--- src/design/ipd_pkg.sv ---
`timescale 1ns / 1ps
// ----------------------------------------------------------------------------
// ipd_pkg
// Shared types and constants of the +IPD frame deframer: parser phases,
// marker text, delimiter characters and register map.
// ----------------------------------------------------------------------------
package ipd_pkg;

  // Parser phase
  typedef enum logic [1:0] {
    PH_HUNT    = 2'd0,
    PH_FIRST   = 2'd1,
    PH_SECOND  = 2'd2,
    PH_PAYLOAD = 2'd3
  } phase_e;

  // Marker "+IPD," and delimiters
  localparam int unsigned MarkerLen = 5;
  localparam logic [7:0] ChPlus   = 8'h2B;
  localparam logic [7:0] ChComma  = 8'h2C;
  localparam logic [7:0] ChColon  = 8'h3A;
  localparam logic [7:0] ChZero   = 8'h30;
  localparam logic [7:0] ChNine   = 8'h39;

  // Register map (word index)
  localparam logic RegKeepLimit = 1'b0;
  localparam logic [15:0] KeepLimitReset = 16'd2047;

  // Character expected at each marker position
  function automatic logic [7:0] marker_char(input logic [2:0] pos);
    logic [7:0] ch;
    case (pos)
      3'd0:    ch = ChPlus;
      3'd1:    ch = 8'h49;  // I
      3'd2:    ch = 8'h50;  // P
      3'd3:    ch = 8'h44;  // D
      3'd4:    ch = ChComma;
      default: ch = 8'h00;
    endcase
    return ch;
  endfunction

endpackage

--- src/design/ipd_frame_deframer.sv ---
`timescale 1ns / 1ps
// ----------------------------------------------------------------------------
// ipd_frame_deframer
// Byte-serial deframer for modem "+IPD" data frames.
// ----------------------------------------------------------------------------
// Usage:
//   Received characters enter on rx_byte_i under rx_valid_i / rx_ready_o.
//   The parser hunts for "+IPD,", then reads "<id>,<len>:" or "<len>:" and
//   forwards the next <len> bytes as payload requests on the output channel
//   (out_valid_o / out_ready_i), each tagged with link id, index, announced
//   length, a kept flag (index below keep_limit) and a last flag. Bytes
//   outside a frame give no output.
//   Output: a payload byte appears on the outputs in the cycle after accept.
//   Throughput: one byte per cycle while the output is not stalled; the parse
//   state and the output register are both updated in the accepting cycle, so
//   the next byte is taken in the same cycle in which the previous result leaves.
//   Stall: when the output register is full and out_ready_i is low, rx_ready_o
//   drops and all state holds. Reset: parser returns to hunting, output
//   empty, keep_limit = 2047. keep_limit is written over APB at byte address
//   0; the user must write it only while the block is idle; it is not enforced.
// ----------------------------------------------------------------------------
module ipd_frame_deframer #(
  parameter int unsigned COUNT_BITS = 16
) (
  input  logic        clk_i,
  input  logic        rst_ni,
  // APB configuration port
  input  logic        psel,
  input  logic        penable,
  input  logic        pwrite,
  input  logic [2:0]  paddr,
  input  logic [31:0] pwdata,
  output logic [31:0] prdata,
  output logic        pready,
  // Received characters
  input  logic        rx_valid_i,
  output logic        rx_ready_o,
  input  logic [7:0]  rx_byte_i,
  // Payload output
  output logic        out_valid_o,
  input  logic        out_ready_i,
  output logic [7:0]  payload_byte_o,
  output logic [7:0]  link_id_o,
  output logic [15:0] byte_index_o,
  output logic [15:0] frame_length_o,
  output logic        kept_o,
  output logic        last_o
);
  import ipd_pkg::*;

  localparam int unsigned CmpW = (COUNT_BITS > 16) ? COUNT_BITS : 16;

  // State
  phase_e                 phase_q, phase_d;
  logic [2:0]             mp_q, mp_d;
  logic [COUNT_BITS-1:0]  first_q, first_d;
  logic [COUNT_BITS-1:0]  second_q, second_d;
  logic [7:0]             link_q, link_d;
  logic [COUNT_BITS-1:0]  cnt_q, cnt_d;
  logic [COUNT_BITS-1:0]  len_q, len_d;
  logic [15:0]            keep_limit_q;

  // Output register
  logic        out_valid_q, out_valid_d;
  logic [7:0]  pay_q;
  logic [7:0]  olink_q;
  logic [15:0] oidx_q;
  logic [15:0] olen_q;
  logic        okept_q;
  logic        olast_q;

  logic rx_fire, out_fire, cfg_wr;

  assign out_fire   = out_valid_q && out_ready_i;
  assign rx_ready_o = !out_valid_q || out_ready_i;
  assign rx_fire    = rx_valid_i && rx_ready_o;

  // APB: always ready, single register
  assign pready = 1'b1;
  assign cfg_wr = psel && penable && pwrite && pready && (paddr[2] == RegKeepLimit);
  assign prdata = (paddr[2] == RegKeepLimit) ? {16'd0, keep_limit_q} : 32'd0;

  always_ff @(posedge clk_i or negedge rst_ni) begin
    if (!rst_ni) begin
      keep_limit_q <= KeepLimitReset;
    end else if (cfg_wr) begin
      keep_limit_q <= pwdata[15:0];
    end
  end

  // Low 16 bits of a count-width value
  function automatic logic [15:0] len_ext(input logic [COUNT_BITS-1:0] v);
    logic [CmpW-1:0] w;
    w = CmpW'(v);
    return w[15:0];
  endfunction

  // Per-byte decode
  logic                  is_digit;
  logic [COUNT_BITS-1:0] digit_val;
  logic [COUNT_BITS-1:0] first_mac, second_mac;
  logic [2:0]            hunt_base;
  logic [2:0]            hunt_next;
  logic [COUNT_BITS-1:0] cnt_inc;
  logic [CmpW-1:0]       idx_ext;
  logic                  is_last;

  assign is_digit   = (rx_byte_i >= ChZero) && (rx_byte_i <= ChNine);
  assign digit_val  = COUNT_BITS'(rx_byte_i[3:0]);
  assign first_mac  = (first_q << 3) + (first_q << 1) + digit_val;
  assign second_mac = (second_q << 3) + (second_q << 1) + digit_val;
  assign cnt_inc    = cnt_q + COUNT_BITS'(1);
  assign is_last    = (cnt_inc == len_q);
  assign idx_ext    = CmpW'(cnt_q);

  // Marker matcher: restart from zero outside the hunt phase
  assign hunt_base = (phase_q == PH_HUNT) ? mp_q : 3'd0;
  always_comb begin
    if ((hunt_base < 3'(MarkerLen)) && (rx_byte_i == marker_char(hunt_base))) begin
      hunt_next = hunt_base + 3'd1;
    end else if (rx_byte_i == ChPlus) begin
      hunt_next = 3'd1;
    end else begin
      hunt_next = 3'd0;
    end
  end

  // Next state and result
  logic hunt_sel;
  always_comb begin
    phase_d     = phase_q;
    mp_d        = mp_q;
    first_d     = first_q;
    second_d    = second_q;
    link_d      = link_q;
    cnt_d       = cnt_q;
    len_d       = len_q;
    hunt_sel    = 1'b0;
    out_valid_d = out_valid_q && !out_ready_i;

    if (rx_fire) begin
      case (phase_q)
        PH_FIRST: begin
          if (is_digit) begin
            first_d = first_mac;
          end else if (rx_byte_i == ChComma) begin
            phase_d = PH_SECOND;
          end else if (rx_byte_i == ChColon) begin
            if (first_q == '0) begin
              phase_d = PH_HUNT;
              mp_d    = 3'd0;
            end else begin
              len_d   = first_q;
              link_d  = 8'd0;
              cnt_d   = '0;
              phase_d = PH_PAYLOAD;
            end
          end else begin
            hunt_sel = 1'b1;
          end
        end
        PH_SECOND: begin
          if (is_digit) begin
            second_d = second_mac;
          end else if (rx_byte_i == ChColon) begin
            if (second_q == '0) begin
              phase_d = PH_HUNT;
              mp_d    = 3'd0;
            end else begin
              len_d   = second_q;
              link_d  = first_q[7:0];
              cnt_d   = '0;
              phase_d = PH_PAYLOAD;
            end
          end else begin
            hunt_sel = 1'b1;
          end
        end
        PH_PAYLOAD: begin
          out_valid_d = 1'b1;
          cnt_d       = cnt_inc;
          if (is_last) begin
            phase_d = PH_HUNT;
            mp_d    = 3'd0;
          end
        end
        default: begin
          hunt_sel = 1'b1;
        end
      endcase

      // Hunt for the marker; a full match opens a header
      if (hunt_sel) begin
        if (hunt_next == 3'(MarkerLen)) begin
          phase_d  = PH_FIRST;
          mp_d     = 3'd0;
          first_d  = '0;
          second_d = '0;
        end else begin
          phase_d = PH_HUNT;
          mp_d    = hunt_next;
        end
      end
    end
  end

  // Control registers
  always_ff @(posedge clk_i or negedge rst_ni) begin
    if (!rst_ni) begin
      phase_q     <= PH_HUNT;
      mp_q        <= 3'd0;
      first_q     <= '0;
      second_q    <= '0;
      link_q      <= 8'd0;
      cnt_q       <= '0;
      len_q       <= '0;
      out_valid_q <= 1'b0;
    end else begin
      phase_q     <= phase_d;
      mp_q        <= mp_d;
      first_q     <= first_d;
      second_q    <= second_d;
      link_q      <= link_d;
      cnt_q       <= cnt_d;
      len_q       <= len_d;
      out_valid_q <= out_valid_d;
    end
  end

  // Load the result register on a payload byte
  always_ff @(posedge clk_i) begin
    if (rx_fire && (phase_q == PH_PAYLOAD)) begin
      pay_q   <= rx_byte_i;
      olink_q <= link_q;
      oidx_q  <= idx_ext[15:0];
      olen_q  <= len_ext(len_q);
      okept_q <= idx_ext < CmpW'(keep_limit_q);
      olast_q <= is_last;
    end
  end

  assign out_valid_o    = out_valid_q;
  assign payload_byte_o = pay_q;
  assign link_id_o      = olink_q;
  assign byte_index_o   = oidx_q;
  assign frame_length_o = olen_q;
  assign kept_o         = okept_q;
  assign last_o         = olast_q;

  // Marker progress only counts while hunting
  a_mp_hunt_only: assert property (@(posedge clk_i) disable iff (!rst_ni)
    (phase_q != PH_HUNT) |-> (mp_q == 3'd0))
    else $error("marker progress set outside hunt phase");

  // A frame in progress always has a nonzero length
  a_len_nonzero: assert property (@(posedge clk_i) disable iff (!rst_ni)
    (phase_q == PH_PAYLOAD) |-> (len_q != '0))
    else $error("payload phase with zero length");

  // Every accepted payload byte yields a result
  a_payload_out: assert property (@(posedge clk_i) disable iff (!rst_ni)
    (rx_fire && (phase_q == PH_PAYLOAD)) |=> out_valid_q)
    else $error("payload byte dropped");

  // Header bytes never create a result
  a_no_spurious: assert property (@(posedge clk_i) disable iff (!rst_ni)
    (!out_valid_q && !(rx_fire && (phase_q == PH_PAYLOAD))) |=> !out_valid_q)
    else $error("result without payload byte");

  // The last flag marks the final index of the frame
  a_last_index: assert property (@(posedge clk_i) disable iff (!rst_ni)
    (out_valid_q && olast_q) |-> ((oidx_q + 16'd1) == olen_q))
    else $error("last flag on wrong index");

endmodule
--- config.mk ---
export PLATFORM = sky130hd
export DESIGN_NAME = ipd_frame_deframer
export DESIGN_NICKNAME = d
export VERILOG_FILES = /design/src/design/ipd_pkg.sv /design/src/design/ipd_frame_deframer.sv
export SDC_FILE = /design/constraint.sdc
export NUM_CORES = 1
export LEC_CHECK = 0
export BUFFER_PORTS_ARGS = -buffer_cell sky130_fd_sc_hd__buf_2
export CORE_ASPECT_RATIO = 1.1
export CORE_UTILIZATION = 45
export DETAILED_ROUTE_END_ITERATION = 7
export GPL_TIMING_DRIVEN = 0
export PLACE_DENSITY = 0.66
export RECOVER_POWER = 50
export SYNTH_ARGS = -nofsm -noshare
export SYNTH_HDL_FRONTEND = slang
export SYNTH_SLANG_ARGS = --single-unit
--- constraint.sdc ---
create_clock -name clk_i -period 5.1 [get_ports clk_i]
set_input_delay 0.255 -clock clk_i [delete_from_list [all_inputs] [get_ports clk_i]]
set_output_delay 0.255 -clock clk_i [all_outputs]
set_load 0.02 [all_outputs]
# After elaboration in Yosys (flattened, before gate mapping)
# Index checks and enable logic that the tools add are counted.
[classes]
n_eq_ne = 29
mux = 67
bitwise = 1
n_lt_le_gt_ge = 4
reduce_logical = 22
add_sub_neg = 6
[op_table]
columns = ["cell", "n"]
rows = [
  ["2-to-1 mux 16 bit", 23],
  ["2-to-1 mux 8 bit", 7],
  ["case mux 16 bit (3 select lines)", 1],
  ["2-to-1 mux 3 bit", 12],
  ["case mux 7 bit (5 select lines)", 1],
  ["adder 16 bit", 2],
  ["adder 16 x 4 -> 16 bit", 2],
  ["zero test 16 bit", 2],
  ["case mux 16 bit (2 select lines)", 1],
  ["== test 8 x 6 -> 1 bit (second input constant)", 3],
  ["!= test 3 bit (second input constant)", 8],
  ["2-to-1 mux 2 bit", 9],
  ["AND reduction 9 bit", 2],
  ["adder 16 x 1 -> 16 bit (second input constant)", 1],
  ["== test 16 bit", 1],
  ["less-than comparator 16 bit", 1],
  ["case mux 8 bit (2 select lines)", 1],
  ["!= test 2 bit (second input constant)", 7],
  ["AND reduction 10 bit", 1],
  ["2-to-1 mux 1 bit", 9],
  ["case mux 3 bit (3 select lines)", 1],
  ["== test 8 x 7 -> 1 bit", 1],
  ["greater-or-equal comparator 8 x 6 -> 1 bit (second input constant)", 1],
  ["<= comparator 8 x 6 -> 1 bit (second input constant)", 1],
  ["other kinds (20)", 31],
]
[word_totals]
ff_bits = 144
output_inout_bits = 85
inputBits = 50

# Depth between registers and ports, before layout
[depth]
depth_word = 10
depth_mapped = 14
ltp_nobuf = 12

# Worst setup path before layout
# OpenSTA, ideal clock, no wires.
[synth_path]
path_kind = "register to register"
start = "reg second_q[0]"
end = "reg second_q[15]"
path_buffers = 0
arrival_ns = 3.115
setup_slack_ns = 1.864
stages_incl_launch_ff = 11
setup_ns = 0.121
path_cell_list = "dfrtp_1 fa_1 ha_1 a21o_1 a2111oi_1 o21ai_0 a21o_1 a41o_1 o41ai_1 xnor2_1 a22o_2"
[synth_between]
elab_chain_cells = 6
[synth_rtl]
columns = ["item", "line_no", "rtl"]
rows = [
  ["start: declaration", "ipd_frame_deframer.sv:57", "logic [COUNT_BITS-1:0] second_q, second_d;"],
  ["start signal: assignment", "ipd_frame_deframer.sv:222", "second_q <= second_d;"],
  ["adder 16 bit *", "ipd_frame_deframer.sv:111", "assign second_mac = (second_q << 3) + (second_q << 1) + digit_val;"],
  ["adder 16 x 4 -> 16 bit *", "ipd_frame_deframer.sv:111", ""],
  ["2-to-1 mux 16 bit *", "ipd_frame_deframer.sv:163", "if (is_digit) begin"],
  ["2-to-1 mux 16 bit *", "ipd_frame_deframer.sv:142", "case (phase_q)"],
  ["2-to-1 mux 16 bit", "ipd_frame_deframer.sv:194", "if (hunt_next == 3'(MarkerLen)) begin"],
  ["2-to-1 mux 16 bit *", "ipd_frame_deframer.sv:193", "if (hunt_sel) begin"],
]
# Every way passes the cells marked *; elsewhere a longest branch is shown, timed or not.
# A chain may end at the register's enable or synchronous reset.

# Worst setup path in the final report
[layout_path]
start = "reg cnt_q[0]"
end = "reg mp_q[1]"
[layout_between]
elab_chain_cells = 4
[layout_rtl]
columns = ["item", "line_no", "rtl"]
rows = [
  ["start: declaration", "ipd_frame_deframer.sv:59", "logic [COUNT_BITS-1:0] cnt_q, cnt_d;"],
  ["start signal: assignment", "ipd_frame_deframer.sv:224", "cnt_q <= cnt_d;"],
  ["adder 16 x 1 -> 16 bit", "ipd_frame_deframer.sv:112", "assign cnt_inc = cnt_q + COUNT_BITS'(1);"],
  ["== test 16 bit", "ipd_frame_deframer.sv:113", "assign is_last = (cnt_inc == len_q);"],
  ["!= test 3 bit (no line)", "-", ""],
  ["AND reduction 10 bit (no line)", "-", ""],
  ["end signal: assignment", "ipd_frame_deframer.sv:220", "mp_q <= mp_d;"],
  ["end: declaration", "ipd_frame_deframer.sv:55", "logic [2:0] mp_q, mp_d;"],
]
# Every way passes these cells.

==> results.md <==
- Peak supply drop: 0.240 mV
- Setup TNS: 0 ns
- Outcome: finished, violations left
- HP Class: in -> reg
- Final Hold Fails: 0
- Avg WL per Cell: 15.6 µm
- Crit path max fanout: 9
- Die Width: 133 µm
- R2R Path Start: cnt_q[0]$_DFFE_PN0P_
- EDFF count, synth: 50
- Global route overflow: 0
- Count of cell types in the netlist: 68
- Worst Clk Skew: 0.00699 ns
- DRT Wirelength: 18500 µm
- Postcts setup bufs: 0
- CTS max path bufs: 2
- #FFs+latches synth: 144
- Yosys warnings: 0
- Ys async rst share: 65.3%
- Initial antenna violation count: 0
- Critical Path Sink Type: flop
- IO Count: 135
- Top_reg_cell synth: dfrtp_1
- Worst slew pin tran: 1.73 ns
- Relative slew slack: -15.1%
- RSZ-0062 raised after global routing: no
- Final GP Congestion: 0.890
- Sequential area share after synthesis: 45.5%
- Die height: 146 µm
- Row count: 52
- Static leakage: 4.73 nW
- CP Data Required Time: 5.41 ns
- Tot GR Track Use: 19.7%
- Clock tree sinks: 144
- Largest net degree at the start of global routing: 71
- Critical Setup Path Class: reg -> reg
- First-pass GRT wire length: 30400 µm
- CP startpoint kind: flop
- DRC: 0
- Routed vias: 6325
- H-tree levels: 4
- Initial core utilization: 46.0%
- Ant diodes: 0
- Syn Inst Count: 793
- Max Fclk: 269 MHz
- Core area: 0.0185 mm²
- DP HPWL: 14200 µm
- Synthesized area per cell: 10.7 µm²
- Power Density: 401 mW/mm²
- CTS buffer count: 17
- Root Buffer: clkbuf_16
- Max-slew violation count: 71
- Fillers: 1644
- Final net count: 1055
- Clock transition at path regs: 0.06 ns
- DR iter-0 viols: 358
- Area growth syn-to-layout: 17.7%
- Vias/cell: 5.34
- Worst hold start: rx_byte_i[6]
- Post-Syn Area: 0.00851 mm²
- TritonCTS clock tree: built
- Post-DRT Antenna Nets: 0
- CP startpoint: cnt_q[0]$_DFFE_PN0P_
- Vias in the first global route: 6224
- Port buffer count: 98
- Clock latency at the later pin of the worst-skew pair: 0.42 ns
- Number of max-cap violations: 1
- Share of layout cells above drive strength 1: 19.2%
- Final setup viols: 0
- Drt first pass iters: 5
- Crit share post-route: 72.9%
- Die footprint: 0.0195 mm²
- Final Util: 54.2%
- Worst EP arrival: 4.03 ns
- Tmin final: 3.72 ns
- WHS: 0.0334 ns
- Failing checks: max-capacitance violations, max-slew violations
## state kept, by name, summed over array words and instances (netlist names), 16 cells and up
signal and cells:
byte_index_o 16, first_q 16, len_q 16, frame_length_o 16, cnt_q 16, second_q 16, keep_limit_q 16
## area by class of cell
class                   instances  area, µm²  area share [%]
clock inverters                10        179            1.79
well taps                     243        304            3.04
repair buffers                101        477            4.76
inverters                      30        113            1.13
clock buffers                  22        485            4.85
multi-input cells             587       4300            43.0
plain buffers                  47        280            2.80
flip-flops and latches        144       3870            38.6
## layer usage
layer | track usage, % | vias up | wire (µm)
met5 | 0 | - | 0
met4 | 6.78 | 0 | 306
met3 | 3.82 | 22 | 728
met2 | 36.2 | 149 | 9690
met1 | 22.7 | 3002 | 7750
li1 | - | 3152 | -
## cells in the final DEF (no fill, tap or decap), drive strengths merged, types with 9 or more instances in the layout
master  count
nor2       44
a21oi      27
nor4       11
clkbuf     82
a21o       12
nor2b       9
nand3      18
dfrtp      83
mux2       19
a22o       32
dfstp      11
buf        87
and2       10
xnor2      31
mux2i      19
ha         73
o21ai      68
xor2       18
and3       12
edfxtp     50
inv        31
nand2      68
conb       17
nor3       14
## metrics by stage
stage	cell area (µm²)	power, mW	worst slack, ns	std cells
after floorplan	8560	2.32	1.86	808
after detailed placement	9410	2.67	1.39	1151
final	10000	4.01	1.38	1184
after CTS	10100	4.06	1.37	1184
after global placement	9360	2.64	1.40	1149
after global routing	10000	4.22	1.21	1184
## cells by family after synthesis
logic type | share of synthesized area [%]
fa+ha+maj | 11.7
xor+xnor | 5.05
compound gates | 15.1
other cells | 0.0883
mux | 4.75
simple gates | 13.2
flops | 45.5
buf+inv | 4.62
## cell usage after synthesis (4+ instances only)
cell type | number | area, µm²
a211oi_1 | 7 | 52.6
a21o_1 | 12 | 90.1
a21oi_1 | 27 | 135
a22o_1 | 4 | 35.0
a22o_2 | 28 | 280
and2_1 | 9 | 56.3
and3_1 | 11 | 68.8
and4_1 | 4 | 35.0
buf_2 | 4 | 20.0
buf_4 | 18 | 135
buf_6 | 4 | 45.0
clkbuf_1 | 19 | 71.3
dfrtp_1 | 83 | 2080
dfstp_2 | 11 | 289
edfxtp_1 | 50 | 1500
fa_1 | 4 | 80.1
ha_1 | 73 | 913
inv_1 | 30 | 113
mux2_2 | 19 | 214
mux2i_1 | 19 | 190
nand2_1 | 68 | 255
nand2b_1 | 5 | 31.3
nand3_1 | 17 | 85.1
nand4_1 | 8 | 50.1
nor2_1 | 44 | 165
nor2b_1 | 9 | 56.3
nor3_1 | 14 | 70.1
nor4_1 | 9 | 56.3
o21ai_0 | 66 | 330
o31ai_1 | 8 | 60.1
or3_1 | 4 | 25.0
xnor2_1 | 31 | 272
xor2_1 | 18 | 158
## final timing paths
check | slack [ns] | end | depth (start not counted)
max in group asynchronous | 2.06 | second_q[13]$_DFFE_PN0P_ | 3
setup reg to reg | 1.38 | mp_q[1]$_DFFE_PN0P_ | 10
hold reg to reg | 0.45 | link_id_o[5]$_DFFE_PP_ | 0
min in group asynchronous | 0.69 | keep_limit_q[15]$_DFFE_PN0P_ | 2
hold / removal | 0.03 | payload_byte_o[6]$_DFFE_PP_ | 1
setup / recovery | 1.38 | mp_q[1]$_DFFE_PN0P_ | 10
## critical path, stage by stage (launching register included)
cell	delay, ns
dfrtp_1	0.47
ha_1	0.33
and3_1	0.20
buf_2	0.17
and3_1	0.26
a211oi_1	0.26
a22oi_1	0.12
a2111o_1	0.44
o31ai_1	0.68
and2b_1	0.32
mux2_2	0.35
## power breakdown
part	internal [mW]	switching, mW
clock	0.920	0.457
combinational	0.421	0.699
sequential	1.40	0.117
## repair_timing
| item | in CTS | in global routing |
|---|---|---|
| gates resized for setup | 0 | 0 |
| endpoints found under the hold margin | 13 | 0 |
| hold buffers | 1 | 0 |
Note: power is estimated with default switching activity, not from simulation.
